===== src/design/srpc_pkg.sv =====
// Shared constants and types for the saturated-run packet checker.
// No dependencies; imported by every module of the block.
`default_nettype none

package srpc_pkg;

  localparam int RUN_LENGTH  = 8;
  localparam int SAMPLE_BITS = 10;
  localparam int RUN_W       = $clog2(RUN_LENGTH);

  localparam int PER_W = 8;
  localparam int ALL_W = 10;
  localparam logic [PER_W-1:0] PER_MAX = {PER_W{1'b1}};
  localparam logic [ALL_W-1:0] ALL_MAX = {ALL_W{1'b1}};

  localparam int LIM_W   = 8;
  localparam int CIDX_W  = 2;
  localparam int PKT_W   = 16;
  localparam int EVT_W   = 32;
  localparam int DIFF_W  = SAMPLE_BITS + 1;

  localparam logic [LIM_W-1:0] TOTAL_LIMIT_RST  = 8'd20;
  localparam logic [LIM_W-1:0] SEVERE_LIMIT_RST = 8'd8;
  localparam logic [LIM_W-1:0] WARN_LIMIT_RST   = 8'd3;

  // configuration register indexes
  localparam logic [CIDX_W-1:0] REG_TOTAL_LIMIT  = 2'd0;
  localparam logic [CIDX_W-1:0] REG_SEVERE_LIMIT = 2'd1;
  localparam logic [CIDX_W-1:0] REG_WARN_LIMIT   = 2'd2;

  typedef enum logic [1:0] {
    CLS_CLEAN    = 2'd0,
    CLS_MINOR    = 2'd1,
    CLS_MODERATE = 2'd2,
    CLS_SEVERE   = 2'd3
  } err_class_t;

  typedef struct packed {
    logic [LIM_W-1:0] total_limit;
    logic [LIM_W-1:0] severe_limit;
    logic [LIM_W-1:0] warn_limit;
  } cfg_t;

  // per-reading status toward the top level
  typedef struct packed {
    logic             hit;       // a cluster completes with this transaction
    logic [PER_W-1:0] clusters;  // count including this transaction
    logic [PER_W-1:0] count;     // registered count before this transaction
  } rdg_stat_t;

endpackage

`default_nettype wire


===== src/design/saturated_run_packet_checker_top.sv =====
// Top level of the saturated-run packet checker: input register, reading
// trackers, total count, classification and result register.
// Depends on srpc_pkg, srpc_cfg and srpc_reading.
//
//   channel | direction | handshake         | payload
//   in_     | input     | in_valid/in_stall | three readings, packet, event, last
//   out_    | output    | out_valid/out_stall | difference, classification, echoes
//   cfg_    | input     | cfg_valid/cfg_ready | cfg_index, cfg_data
//
// One transaction per cycle sustained while out_stall is low. Items pass the input
// register, then the result register; counters update as an item enters the latter.
// Synchronous active-low reset clears counters and both valid flags and loads the default limits.
// A stalled result holds; one more transaction is still taken into the input
// register behind it, and in_stall rises only when both registers are full.
`default_nettype none

module saturated_run_packet_checker_top (
  input  logic                             clk,
  input  logic                             rst_n,
  input  logic                             in_valid,
  output logic                             in_stall,
  input  logic [srpc_pkg::SAMPLE_BITS-1:0] in_time_value,
  input  logic [srpc_pkg::SAMPLE_BITS-1:0] in_post_sample,
  input  logic [srpc_pkg::SAMPLE_BITS-1:0] in_pre_sample,
  input  logic [srpc_pkg::PKT_W-1:0]       in_packet_number,
  input  logic [srpc_pkg::EVT_W-1:0]       in_event_number,
  input  logic                             in_last_channel,
  output logic                             out_valid,
  input  logic                             out_stall,
  output logic signed [srpc_pkg::DIFF_W-1:0] out_amplitude_difference,
  output logic                             out_packet_done,
  output logic [1:0]                       out_error_class,
  output logic [srpc_pkg::ALL_W-1:0]       out_cluster_total,
  output logic [srpc_pkg::PKT_W-1:0]       out_packet_echo,
  output logic [srpc_pkg::EVT_W-1:0]       out_event_echo,
  input  logic                             cfg_valid,
  output logic                             cfg_ready,
  input  logic [srpc_pkg::CIDX_W-1:0]      cfg_index,
  input  logic [srpc_pkg::LIM_W-1:0]       cfg_data
);
  import srpc_pkg::*;

  cfg_t cfg;

  // input register
  logic                   s1_valid_r;
  logic [SAMPLE_BITS-1:0] s1_time_r, s1_post_r, s1_pre_r;
  logic [PKT_W-1:0]       s1_pkt_r;
  logic [EVT_W-1:0]       s1_evt_r;
  logic                   s1_last_r;

  // result register
  logic                     out_valid_r;
  logic [DIFF_W-1:0]        diff_r;
  logic                     done_r;
  err_class_t               class_r;
  logic [ALL_W-1:0]         total_r;
  logic [PKT_W-1:0]         pkt_echo_r;
  logic [EVT_W-1:0]         evt_echo_r;

  logic [ALL_W-1:0]  all_clusters_r, all_clusters_nxt;
  logic [ALL_W:0]    all_sum;
  logic [1:0]        hit_cnt;
  logic              in_acc;
  logic              adv;
  rdg_stat_t         pre_st, post_st, time_st;
  err_class_t        cls;
  logic [DIFF_W-1:0] diff;

  assign adv      = s1_valid_r && !(out_valid_r && out_stall);
  assign in_stall = s1_valid_r && out_valid_r && out_stall;
  assign in_acc   = in_valid && !in_stall;

  srpc_cfg u_cfg (
    .clk       (clk),
    .rst_n     (rst_n),
    .cfg_valid (cfg_valid),
    .cfg_ready (cfg_ready),
    .cfg_index (cfg_index),
    .cfg_data  (cfg_data),
    .cfg       (cfg)
  );

  srpc_reading u_pre (
    .clk (clk), .rst_n (rst_n), .upd (adv), .clr (s1_last_r),
    .sample (s1_pre_r), .stat (pre_st)
  );

  srpc_reading u_post (
    .clk (clk), .rst_n (rst_n), .upd (adv), .clr (s1_last_r),
    .sample (s1_post_r), .stat (post_st)
  );

  srpc_reading u_time (
    .clk (clk), .rst_n (rst_n), .upd (adv), .clr (s1_last_r),
    .sample (s1_time_r), .stat (time_st)
  );

  // total clusters, up to three new ones per transaction, saturating
  always_comb begin
    hit_cnt = {1'b0, pre_st.hit} + {1'b0, post_st.hit} + {1'b0, time_st.hit};
    all_sum = {1'b0, all_clusters_r} + (ALL_W + 1)'(hit_cnt);
    all_clusters_nxt = (all_sum > {1'b0, ALL_MAX}) ? ALL_MAX : all_sum[ALL_W-1:0];
  end

  always_comb begin
    if (all_clusters_nxt > {{(ALL_W - LIM_W){1'b0}}, cfg.total_limit} ||
        pre_st.clusters > cfg.severe_limit ||
        post_st.clusters > cfg.severe_limit ||
        time_st.clusters > cfg.severe_limit) begin
      cls = CLS_SEVERE;
    end else if (pre_st.clusters > cfg.warn_limit ||
                 post_st.clusters > cfg.warn_limit ||
                 time_st.clusters > cfg.warn_limit) begin
      cls = CLS_MODERATE;
    end else if (all_clusters_nxt != '0) begin
      cls = CLS_MINOR;
    end else begin
      cls = CLS_CLEAN;
    end
  end

  assign diff = {1'b0, s1_post_r} - {1'b0, s1_pre_r};

  always_ff @(posedge clk) begin
    if (!rst_n) begin
      s1_valid_r     <= 1'b0;
      out_valid_r    <= 1'b0;
      all_clusters_r <= '0;
    end else begin
      if (in_acc) begin
        s1_valid_r <= 1'b1;
      end else if (adv) begin
        s1_valid_r <= 1'b0;
      end
      if (adv) begin
        out_valid_r <= 1'b1;
      end else if (!out_stall) begin
        out_valid_r <= 1'b0;
      end
      if (adv) begin
        all_clusters_r <= s1_last_r ? '0 : all_clusters_nxt;
      end
    end
  end

  // payload registers
  always_ff @(posedge clk) begin
    if (in_acc) begin
      s1_time_r <= in_time_value;
      s1_post_r <= in_post_sample;
      s1_pre_r  <= in_pre_sample;
      s1_pkt_r  <= in_packet_number;
      s1_evt_r  <= in_event_number;
      s1_last_r <= in_last_channel;
    end
    if (adv) begin
      diff_r     <= diff;
      done_r     <= s1_last_r;
      class_r    <= s1_last_r ? cls : CLS_CLEAN;
      total_r    <= s1_last_r ? all_clusters_nxt : '0;
      pkt_echo_r <= s1_last_r ? s1_pkt_r : '0;
      evt_echo_r <= s1_last_r ? s1_evt_r : '0;
    end
  end

  assign out_valid                = out_valid_r;
  assign out_amplitude_difference = diff_r;
  assign out_packet_done          = done_r;
  assign out_error_class          = class_r;
  assign out_cluster_total        = total_r;
  assign out_packet_echo          = pkt_echo_r;
  assign out_event_echo           = evt_echo_r;

  // the total never falls behind the pre-sample or time count
  a_total_covers_pre: assert property (@(posedge clk) disable iff (!rst_n)
    {{(ALL_W - PER_W){1'b0}}, pre_st.count} <= all_clusters_r)
    else $error("total cluster count below pre-sample count");

  a_total_covers_time: assert property (@(posedge clk) disable iff (!rst_n)
    {{(ALL_W - PER_W){1'b0}}, time_st.count} <= all_clusters_r)
    else $error("total cluster count below time count");

  // the end of a packet leaves the total cleared
  a_clear_on_last: assert property (@(posedge clk) disable iff (!rst_n)
    adv && s1_last_r |=> all_clusters_r == '0)
    else $error("total not cleared after last transaction");

  // items inside a packet carry no classification
  a_mid_packet_zero: assert property (@(posedge clk) disable iff (!rst_n)
    out_valid_r && !done_r |-> class_r == CLS_CLEAN && total_r == '0)
    else $error("classification fields set on a non-final transaction");

  // minor means at least one cluster was seen
  a_minor_nonzero: assert property (@(posedge clk) disable iff (!rst_n)
    out_valid_r && done_r && class_r == CLS_MINOR |-> total_r != '0)
    else $error("minor class with an empty cluster total");

endmodule

`default_nettype wire


===== src/design/srpc_cfg.sv =====
// Limit registers of the checker, written over the configuration channel.
// Depends on srpc_pkg.
`default_nettype none

module srpc_cfg (
  input  logic                       clk,
  input  logic                       rst_n,
  input  logic                       cfg_valid,
  output logic                       cfg_ready,
  input  logic [srpc_pkg::CIDX_W-1:0] cfg_index,
  input  logic [srpc_pkg::LIM_W-1:0]  cfg_data,
  output srpc_pkg::cfg_t             cfg
);
  import srpc_pkg::*;

  cfg_t cfg_r;

  assign cfg_ready = 1'b1;
  assign cfg       = cfg_r;

  always_ff @(posedge clk) begin
    if (!rst_n) begin
      cfg_r.total_limit  <= TOTAL_LIMIT_RST;
      cfg_r.severe_limit <= SEVERE_LIMIT_RST;
      cfg_r.warn_limit   <= WARN_LIMIT_RST;
    end else if (cfg_valid && cfg_ready) begin
      case (cfg_index)
        REG_TOTAL_LIMIT:  cfg_r.total_limit  <= cfg_data;
        REG_SEVERE_LIMIT: cfg_r.severe_limit <= cfg_data;
        REG_WARN_LIMIT:   cfg_r.warn_limit   <= cfg_data;
        default: ;  // unmapped index, write dropped
      endcase
    end
  end

endmodule

`default_nettype wire


===== src/design/srpc_reading.sv =====
// Run counter and saturating cluster counter for one reading.
// Depends on srpc_pkg.
`default_nettype none

module srpc_reading (
  input  logic                            clk,
  input  logic                            rst_n,
  input  logic                            upd,
  input  logic                            clr,
  input  logic [srpc_pkg::SAMPLE_BITS-1:0] sample,
  output srpc_pkg::rdg_stat_t             stat
);
  import srpc_pkg::*;

  logic [RUN_W-1:0] run_r, run_nxt;
  logic [PER_W-1:0] clusters_r, clusters_nxt;
  logic             sat;
  logic             hit;

  assign sat = &sample;
  assign hit = sat && (run_r == RUN_W'(RUN_LENGTH - 1));

  always_comb begin
    run_nxt      = (sat && !hit) ? run_r + 1'b1 : '0;
    clusters_nxt = (hit && clusters_r != PER_MAX) ? clusters_r + 1'b1 : clusters_r;
  end

  assign stat.hit      = hit;
  assign stat.clusters = clusters_nxt;
  assign stat.count    = clusters_r;

  always_ff @(posedge clk) begin
    if (!rst_n) begin
      run_r      <= '0;
      clusters_r <= '0;
    end else if (upd) begin
      run_r      <= clr ? '0 : run_nxt;
      clusters_r <= clr ? '0 : clusters_nxt;
    end
  end

endmodule

`default_nettype wire


===== config.mk =====
export PLATFORM = sky130hd
export DESIGN_NAME = saturated_run_packet_checker_top
export DESIGN_NICKNAME = d
export VERILOG_FILES = /design/src/design/srpc_pkg.sv /design/src/design/saturated_run_packet_checker_top.sv /design/src/design/srpc_cfg.sv /design/src/design/srpc_reading.sv
export SDC_FILE = /design/constraint.sdc
export NUM_CORES = 1
export LEC_CHECK = 0
export BUFFER_PORTS_ARGS = -buffer_cell sky130_fd_sc_hd__buf_4
export CORE_MARGIN = 4
export CORE_UTILIZATION = 62
export DETAILED_ROUTE_END_ITERATION = 12
export PLACE_DENSITY = 0.86
export SLEW_MARGIN = 20
export SYNTH_ARGS = -nofsm -noshare
export SYNTH_HDL_FRONTEND = slang
export SYNTH_HIERARCHICAL = 1
export SYNTH_SLANG_ARGS = --single-unit

===== constraint.sdc =====
create_clock -name clk -period 11.3 [get_ports clk]
set_input_delay 0.565 -clock clk [delete_from_list [all_inputs] [get_ports clk]]
set_output_delay 0.565 -clock clk [all_outputs]
set_load 0.05 [all_outputs]

### Yosys cells after proc, flatten, opt, wreduce, memory -nomap -nowiden

Cells that the tools add are included.

* $add $sub $neg: 10
* $lt $le $gt $ge: 8
* equality and inequality tests: 9
* multiplexer cells: 21
* reductions and logical operators: 33

Operator list (number)
* $gt 8x8->1: 6
* $mux 8: 6
* $reduce_and 10->1: 3
* $add 8x1->8 const B: 3
* $ne 8x8->1 const B: 3
* $mux 10: 2
* $mux 3: 6
* $logic_and 1x1->1: 14
* $add 10x2->11: 1
* $gt 11x10->1 const B: 1
* $sub 10x10->11: 1
* $gt 10x8->1: 1
* $reduce_bool 10->1: 1
* $add 3x1->3 const B: 3
* $eq 3x3->1 const B: 3
* $reduce_and 2->1: 3
* $logic_not 1->1: 5
* $logic_or 1x1->1: 5
* $mux 1: 5
* $mux 2: 2
* $add 1x1->2: 1
* $add 2x1->2: 1
* $eq 2x1->1 const B: 1
* $eq 2x2->1 const B: 1
* 3 further kinds: 3

* bits in registers: 220
* input port bits: 94
* output and inout port bits: 75
* logic and storage cells: 105

### Depth between registers and ports, before layout

Gate-level depths: netlist of run 1.

* word-level depth: 12
* mapped depth: 22
* depth with buffers taken out: 20

### Hierarchy

Netlist of run 1, hierarchy kept.

By module, submodules not included
* saturated_run_packet_checker_top: instances 1, cells each 547, area each 7482.2 um^2, sequential area each 4774.6 um^2
* srpc_reading: instances 3, cells each 108, area each 854.6 um^2, sequential area each 220.2 um^2
* srpc_cfg: instances 1, cells each 98, area each 1007.2 um^2, sequential area each 480.5 um^2

### Worst setup path before layout of run 1

OpenSTA, ideal clock, no wires.

* path type: input to register
* from: input out_stall
* to: register s1_evt_r[0], enable pin
* library setup time: 524 ps
* arrival: 4485 ps
* required time: 10776 ps
* setup slack: 6291 ps
* stages on the path: 2
* buffers on the path: 0
* path through: and3_1 > nor2b_1

* longest elaborated chain between the ends: 3

RTL lines
* from (decl): RTL line saturated_run_packet_checker_top.sv:29 `input logic out_stall,`
* $logic_and 1x1->1: RTL line saturated_run_packet_checker_top.sv:71 `assign in_stall = s1_valid_r && out_valid_r && out_stall;`
* $logic_not 1->1: RTL line saturated_run_packet_checker_top.sv:72 `assign in_acc = in_valid && !in_stall;`
* $logic_and 1x1->1: RTL line saturated_run_packet_checker_top.sv:72
* via in_acc: RTL line saturated_run_packet_checker_top.sv:64 `logic in_acc;`
* to (signal assigned): RTL line saturated_run_packet_checker_top.sv:154 `s1_evt_r <= in_event_number;`
* to (decl): RTL line saturated_run_packet_checker_top.sv:49 `logic [EVT_W-1:0] s1_evt_r;`

The timed path passes the listed nets, and every way through them passes these cells.
A chain may end at the register's enable or synchronous reset.

==> impl_metrics.ini, run 1 <==
[logic_synthesis]
synth_area_um2 = 11100
yosysWarnings = 6
syn_area_per_cell_um2 = 11.4
synth-edff-count = 151
ys_types = 70
syn-num-nets = 1143
ys_ff_latch = 220
ys.flop_type = edfxtp_1
seq_area_frac_synth_pct = 53.5
synth_cells = 969
async_reset_ff_share_pct = 0

[placement]
gp_congestion = 0.873
dpl.hpwl_um = 16400
port_buffers = 167

[clock_tree]
cts_buffers = 23
clk_latency_ns = 0.52
clk_pin_slew_ns = 0.07
root_buffer = clkbuf_16
cts_setup_buffers = 0
clock_sinks = 220
ctsLongestPathBuffers = 3
cts_max_level = 1
post_cts_resized = 0
cts_tree = done
cts_hold_buf = 0

[timing]
grt_setup_unrepaired = false
setup_tns_ns = 0
maxSlewHeadroom_pct = 33.7
slew_violations = 0
fin_crit_sh_pct = 44.4
setup_viol = 0
fin_skew_ns = 0.00785
fin_crit_ns = 5.02
hold_viol = 0
fmax_ghz = 0.199
tightest_slew_ns = 0.994

[critical_path]
cp-start-kind = register
critical_path.startpoint = u_time/run_r[0]
rr_startpoint = u_time/run_r[0]
end_kind = register
critical_path.max_fanout = 13
worstPathRequired_ns = 11.57
crit_type = reg -> reg
worstPathArrival_ns = 5.28

[detailed_routing]
m1WireLength_um = 9840
drc = 0
drtAntennaViolNets = 0
wl_per_cell_um = 17.8
dr.first_iter.drc_count = 588
drt-vias-per-instance = 5.78
wl_um = 24200
first_pass_iters = 5
dr_wl_met2_um = 12200
num_vias = 7855
routed.top_layer = met4
wl_met3_um = 1480

[cells_and_area]
syn_to_final_growth_pct = 18.4
layout-drive-gt1-share_pct = 21.0
antenna_cells = 0
nNetsFinal = 1291
fillers = 1084

[floorplanning]
die_y_um = 142
io_pins = 169
rows = 48
die_w_um = 142
start_util_pct = 63.7
coreArea_um2 = 17400
die-area_um2 = 20000

[power_and_ir_drop]
leakagePower_nw = 5.28
powerDensity_nw_per_um2 = 139
total_power_mw = 1.81
vdd_ir_drop_max_uv = 197

[global_routing]
grt_usage_pct = 23.7
grt_pass1_vias = 7776
grt_pass1_wl_um = 38700
grt-ovfl-total = 0
antenna_found_initial = 0
grt_max_degree = 102

[hold_path]
hold_path_class = in -> reg
min_from = in_post_sample[7]

[outcome]
outcome = finished clean

[flow_run]
drv_cap = 0
[synthesized netlist by cell type (all sizes together) (4+ instances only)]
master / number / share of area (%)
edfxtp: 151 / 41
ha: 77 / 8.7
nand2: 72 / 2.4
dfxtp: 69 / 12
inv: 65 / 2.2
and2: 62 / 3.5
nor2: 42 / 1.4
nand4: 33 / 2.0
nor2b: 33 / 1.9
a21oi: 31 / 1.4
clkbuf: 28 / 0.95
nand3: 27 / 1.3
mux2i: 22 / 2.0
buf: 19 / 1.3
nor3: 18 / 0.92
o211ai: 17 / 1.2
xor2: 17 / 1.3
o21ai: 16 / 0.72
nand3b: 14 / 1.1
xnor2: 13 / 1.0
o21a: 12 / 0.82
a22oi: 8 / 0.54
nor4b: 8 / 0.69
mux2: 7 / 0.75
nand2b: 7 / 0.40
a211oi: 6 / 0.41
nor3b: 6 / 0.45
o311a: 6 / 0.54
o31a: 6 / 0.48
or4: 6 / 0.61
a311oi: 5 / 0.40
a21boi: 4 / 0.27
a31oi: 4 / 0.23
and3: 4 / 0.23
o41ai: 4 / 0.32
[where the power goes]
part | internal [mW] | switching [mW] | total (mW)
Combinational | 0.0696 | 0.122 | 0.191
Clock | 0.405 | 0.302 | 0.707
Sequential | 0.902 | 0.0131 | 0.915
Total | 1.38 | 0.437 | 1.81
[layout by cell type (no fill, tap or decap), types with 6 or more instances in the layout]
cell and count:
buf_4 170, edfxtp_1 151, ha_1 77, nand2_1 72
dfxtp_1 69, inv_1 64, and2_1 61, nor2_1 41
nor2b_1 32, nand4_1 32, a21oi_1 31, nand3_1 26
clkbuf_16 23, mux2i_1 22, nor3_1 17, xor2_1 17
o21ai_0 16, o211ai_1 16, xnor2_1 13, nand3b_1 13
o21a_1 12, a22oi_1 8, nand2b_1 7, nor4b_1 7
clkbuf_1 7, a211oi_1 6, clkinv_1 6, or4_4 6
mux2_2 6, o311a_1 6, o31a_1 6
[worst paths after layout]
kind / end / slack [ns] / cells after the start
min reg2reg: u_cfg/cfg[10] / 0.46 / 2
max reg2reg: out_error_class[0] / 6.28 / 20
min: s1_post_r[7] / 0.22 / 1
max: out_error_class[0] / 6.28 / 20
[worst max-delay path, stage by stage, from the launching register on]
cell	delay [ns]
dfxtp_1	0.33
ha_1	0.20
ha_1	0.18
inv_1	0.05
or4_4	0.20
clkinv_1	0.30
fa_1	0.58
ha_1	0.18
inv_1	0.06
fa_1	0.52
nor3_4	0.35
nand3_2	0.16
o21ai_0	0.24
ha_1	0.35
o21a_1	0.20
o21a_1	0.16
o22ai_1	0.15
a31oi_1	0.08
nor2b_1	0.13
nand4_1	0.13
o21a_1	0.21
[per-layer routing]
layer / up-vias / global-route usage [%]
met5: - / 0
met4: 0 / 6.21
met3: 52 / 4.92
met2: 234 / 42.0
met1: 3738 / 29.6
li1: 3831 / -
[through the flow]
stage	utilization, %	setup slack [ns]	instances	instance area, um^2	hold slack, ns
after CTS	75.4	6.30	1359	13100	0.205
after global placement	71.3	6.53	1317	12400	0.444
final	75.4	6.28	1359	13100	0.221
after floorplan	-	6.29	969	11100	0.435
after global routing	75.4	5.90	1359	13100	0.200
after detailed placement	71.3	6.33	1317	12400	0.446
[flip-flops by register name (all words and copies together), names as in the netlist, 11 cells and up]
signal                    cells
s1_evt_r                     32
s1_pkt_r                     16
u_cfg/cfg                    24
out_event_echo               32
out_packet_echo              16
out_amplitude_difference     11
[cell families after synthesis]
| kind of cell | Yosys count | share of synthesized area (%) |
|---|---|---|
| simple gates | 351 | 18.3 |
| flops | 220 | 53.5 |
| compound gates | 143 | 9.20 |
| buf+inv | 115 | 4.57 |
| fa+ha+maj | 80 | 9.26 |
| xor+xnor | 30 | 2.38 |
| mux | 29 | 2.74 |
| other cells | 1 | 0.0339 |
[layout make-up]
| class | instances | area (um^2) | area share [%] |
|---|---|---|---|
| Sequential cell | 220 | 5920 | 45.2 |
| Multi-Input combinational cell | 634 | 4640 | 35.5 |
| Timing Repair Buffer | 170 | 1280 | 9.76 |
| Clock buffer | 34 | 657 | 5.02 |
| Tap cell | 225 | 282 | 2.15 |
| Inverter | 68 | 258 | 1.97 |
| Clock inverter | 8 | 55.1 | 0.421 |
No activity file was read; power rests on OpenSTA's default activity.
==> run 2: changes to the inputs <==
CORE_UTILIZATION = 57   (was 62)
PLACE_DENSITY = 0.8   (was 0.86)
clock period = 5 ns   (was 11.3 ns; I/O delays follow)
==> impl_metrics.ini, run 2 (synthesis results as in run 1) <==
[clock_tree]
ctsLongestPathBuffers = 3
clock_sinks = 220
clk_latency_ns = 0.50
cts_tree = done
clk_pin_slew_ns = 0.06
root_buffer = clkbuf_16
cts_setup_buffers = 0
cts_buffers = 24
cts_max_level = 1

[timing]
hold_viol = 0
fin_hold_ws_ns = 0.0389
maxSlewHeadroom_pct = 36.3
fin_skew_ns = 0.00990
fin_crit_ns = 4.67
fmax_ghz = 0.214
setup_viol = 0
slew_violations = 0
grt_setup_unrepaired = false
fin_crit_sh_pct = 93.3
tightest_slew_ns = 0.956
setup_tns_ns = 0

[critical_path]
slowest_stage = or4_4
r2r_setup_slack_ns = 0.33
slowest_delay_ns = 0.64
cp-start-kind = register
crit_type = reg -> reg
worstPathArrival_ns = 4.93
worstRegToRegCells = 21
critical_path.max_fanout = 13
worstPathRequired_ns = 5.26
timing.rr.end = out_error_class[1]
crit_chain = ha_1 -> ha_1 -> inv_1 -> or4_4 -> clkinvlp_4 -> fa_1 -> ha_1 -> inv_1 -> fa_1 -> buf_4 -> nor2_1 -> xnor2_1 -> nand2_1 -> ha_1 -> o21a_1 -> o21a_1 -> o22ai_1 -> a31oi_1 -> nor2b_1 -> nand4_1 -> o21a_1
end_kind = register
rr_startpoint = u_time/run_r[0]
path_common_cell = ha_1

[placement]
gp_congestion = 0.882
dpl.hpwl_um = 16700
place_area_um2 = 12500
dp.cells = 1357
port_buffers = 167

[floorplanning]
die_y_um = 147
die_w_um = 147
io_pins = 169
coreArea_um2 = 18900
rows = 50
start_util_pct = 58.5
die-area_um2 = 21700

[global_routing]
grt-ovfl-total = 0
grt_pass1_wl_um = 43700
grt_usage_pct = 24.8
grt_pass1_vias = 8425
antenna_found_initial = 0
grt_max_degree = 102

[cells_and_area]
layout-drive-gt1-share_pct = 20.3
layout_common_cells = buf_4 (175), edfxtp_1 (151), dlygate4sd3_1 (80)
multi_input_area_um2 = 4640
nNetsFinal = 1377
syn_to_final_growth_pct = 27.5
finalInstanceArea_um2 = 14100
register_area_um2 = 5920
antenna_cells = 0
fillers = 1220
layoutNonFillerInstCount = 1481
mostFrequentLayoutCell = buf_4

[detailed_routing]
drt-vias-per-instance = 5.65
num_vias = 8372
drtAntennaViolNets = 0
drc = 0
wl_per_cell_um = 18.4
wl_um = 27200
dr.first_iter.drc_count = 560
first_pass_iters = 7

[hold_path]
min_from = out_stall
hold_depth = 3
hold_end = out_valid
hold_path_class = in -> reg

[flow_run]
drv_cap = 0

[power_and_ir_drop]
leakagePower_nw = 5.69
powerDensity_nw_per_um2 = 313
total_power_mw = 4.41
vdd_ir_drop_max_uv = 359

[outcome]
outcome = finished clean
-- run 2: changes by cell type in the layout (fill, tap and decap cells not counted), moves of 2 or more --
| cell | previous run | this run |
|---|---|---|
| buf_4 | 170 | 175 |
| inv_6 | 0 | 2 |
| clkbuf_1 | 7 | 5 |
| clkbuf_8 | 4 | 2 |
| bufinv_16 | 0 | 3 |
| clkbuf_16 | 23 | 26 |
| dlygate4sd3_1 | 0 | 80 |
-- run 2: critical path: cells and delay by family, from the launching register on --
family	cells	cell delay [ns]
compound gates	5	0.69
xor+xnor	1	0.17
fa+ha+maj	6	1.54
buf+inv	4	0.54
flops	1	0.35
simple gates	5	1.15
-- run 2: worst max path at each step --
stage	start	end	slack, ns	depth (start not counted)
after detailed placement	u_time/run_r[0]	out_error_class[1]	0.28	20
final	u_time/run_r[0]	out_error_class[1]	0.33	21
after global routing	u_time/run_r[0]	out_error_class[1]	0.06	20
after global placement	u_time/run_r[0]	out_error_class[0]	0.49	20
after floorplan	out_valid	s1_evt_r[0]	0.02	2
after CTS	u_time/run_r[0]	out_error_class[1]	0.24	20
-- run 2: layout make-up --
type / instances / area share (%)
clock inverters: 11 / 0.950
well taps: 260 / 2.31
flip-flops and latches: 220 / 42.0
repair buffers: 255 / 15.0
clock buffers: 33 / 4.95
multi-input cells: 634 / 32.9
inverters: 68 / 1.86
-- run 2: power by group --
group          switching [mW]  total [mW]  internal (mW)  leakage [nW]
sequential             0.0299        2.07           2.04          2.01
combinational           0.295       0.494          0.199          3.28
clock                   0.711        1.84           1.13         0.409
total                    1.04        4.41           3.37          5.69
-- run 2: routing by layer --
layer,part of all wire (%),global-route usage (%),vias up
met1,40,31.2,4005
met2,50,42.7,306
li1,-,-,4006
met4,2.5,6.90,0
met3,7.7,6.23,55
met5,0,0,-
-- run 2: what timing repair did --
action / 4_1_cts / 5_1_grt
hold buffers: 80 / 0
resized for setup: 0 / 1
endpoints found under the setup margin: 0 / 2
endpoints found under the hold margin: 80 / 0
-- run 2: metrics by stage --
| step | setup WS, ns | util (%) |
|---|---|---|
| 3_3_place_gp | 0.493 | 65.9 |
| 2_1_floorplan | 0.0207 | - |
| 6_report | 0.334 | 74.6 |
| 4_1_cts | 0.241 | 74.5 |
| 3_5_place_dp | 0.276 | 65.9 |
| 5_1_grt | 0.0616 | 74.6 |
==> run 3: changes to the inputs <==
RECOVER_POWER = 25   (was default)
==> impl_metrics.ini, run 3 (synthesis results as in run 1) <==
[critical_path]
crit_chain = ha_1 -> ha_1 -> inv_1 -> or4_4 -> clkinvlp_4 -> fa_1 -> ha_1 -> inv_1 -> fa_1 -> buf_4 -> nor2_1 -> xnor2_1 -> nand2_1 -> ha_1 -> o21a_1 -> o21a_1 -> o22ai_1 -> a31oi_1 -> nor2b_1 -> nand4_1 -> o21a_1
path_common_cell = ha_1
rr_startpoint = u_time/run_r[0]
critical_path.max_fanout = 13
slowest_delay_ns = 0.64
timing.rr.end = out_error_class[0]
slowest_stage = or4_4
worstPathArrival_ns = 4.93
worstRegToRegCells = 21
cp-start-kind = register
crit_type = reg -> reg
end_kind = register
r2r_setup_slack_ns = 0.32
worstPathRequired_ns = 5.25

[clock_tree]
cts_buffers = 24
ctsLongestPathBuffers = 3
clk_latency_ns = 0.50
root_buffer = clkbuf_16
cts_max_level = 1
cts_tree = done
cts_setup_buffers = 0
clock_sinks = 220
clk_pin_slew_ns = 0.06

[timing]
setup_slack_ns = 0.322
tightest_slew_ns = 4.08
slew_violations = 165
hold_viol = 0
fmax_ghz = 0.214
fin_crit_sh_pct = 93.6
fin_crit_ns = 4.68
grt_setup_unrepaired = false
fin_skew_ns = 0.0103
setup_tns_ns = 0
maxSlewHeadroom_pct = -172
setup_viol = 0

[detailed_routing]
drt-vias-per-instance = 5.65
dr.first_iter.drc_count = 578
wl_per_cell_um = 18.3
first_pass_iters = 8
num_vias = 8370
drc = 0
wl_um = 27100
drtAntennaViolNets = 0

[cells_and_area]
register_area_um2 = 5920
mostFrequentLayoutCell = edfxtp_1
nNetsFinal = 1377
fillers = 1224
multi_input_area_um2 = 4640
layout_common_cells = edfxtp_1 (151), buf_4 (93), dlygate4sd3_1 (80)
antenna_cells = 0
layout-drive-gt1-share_pct = 20.1
syn_to_final_growth_pct = 27.3

[global_routing]
grt_pass1_vias = 8425
grt_pass1_wl_um = 43700
grt-ovfl-total = 0
antenna_found_initial = 0
grt_max_degree = 102
grt_usage_pct = 24.8

[hold_path]
min_from = out_stall
hold_end = out_valid
hold_path_class = in -> reg
hold_depth = 3

[floorplanning]
die_y_um = 147
start_util_pct = 58.5
rows = 50
die_w_um = 147
die-area_um2 = 21700
coreArea_um2 = 18900
io_pins = 169

[placement]
gp_congestion = 0.882
dpl.hpwl_um = 16700
port_buffers = 167
place_ws_ns = 0.276

[power_and_ir_drop]
vdd_ir_drop_max_uv = 362
powerDensity_nw_per_um2 = 313
leakagePower_nw = 5.66

[flow_run]
drv_cap = 2

[outcome]
outcome = finished, violations left
violations = capacitance limit, slew limit
[run 3: changes by cell type in the layout (fill, tap and decap cells not counted)]
cell	delta
clkbuf_1	+3
clkbuf_4	+79
buf_4	-82
and2_1	-2
and2_0	+2
[run 3: worst max-delay path by stage]
stage / startpoint / endpoint / slack [ns] / cells after the start
after floorplan: out_valid / s1_evt_r[0] / 0.02 / 2
after global placement: u_time/run_r[0] / out_error_class[0] / 0.49 / 20
after detailed placement: u_time/run_r[0] / out_error_class[1] / 0.28 / 20
after CTS: u_time/run_r[0] / out_error_class[1] / 0.24 / 20
after global routing: u_time/run_r[0] / out_error_class[1] / 0.05 / 20
final: u_time/run_r[0] / out_error_class[0] / 0.32 / 21
[run 3: report_power, final]
group,leakage (nW),total [mW],internal [mW],switching [mW]
Sequential,2.01,2.07,2.04,0.0300
Combinational,3.25,0.490,0.197,0.294
Clock,0.409,1.85,1.13,0.713
Total,5.66,4.40,3.37,1.04
[run 3: routing by layer]
layer	GRT usage (%)	wire, um
met1	31.2	10800
met2	42.7	13400
met3	6.23	2200
met4	6.90	709
met5	0	0
[run 3: layout make-up]
cell class,instances,share of cell area [%]
sequential,220,42.0
timing repair buffer,255,14.9
clock buffer,33,4.95
inverter,68,1.86
clock inverter,11,0.951
multi-input combinational,634,33.0
tap,260,2.31
[run 3: critical path, delay by kind of cell, from the launching register on]
family	cells	cell delay, ns
AND/OR/NAND/NOR	5	1.15
flip-flops	1	0.35
AO/OA/AOI/OAI	5	0.69
buffers and inverters	4	0.53
adder cells (fa/ha/maj)	6	1.53
XOR/XNOR	1	0.17
[run 3: stage by stage]
stage,utilization [%],cell area (um^2),hold WS (ns),power [mW],instances
after floorplan,-,11100,0.349,2.38,969
after global placement,65.9,12500,0.428,2.52,1357
after detailed placement,65.9,12500,0.429,2.54,1357
after CTS,74.5,14100,0.0317,4.41,1481
after global routing,74.5,14100,0.0505,4.56,1481
final,74.5,14100,0.0375,4.40,1481
[run 3: repair_timing]
action                                  in CTS  in global routing
gates resized for setup                      0                  1
endpoints found under the setup margin       0                  2
hold endpoints to repair                    80                  0
hold buffers                                80                  0
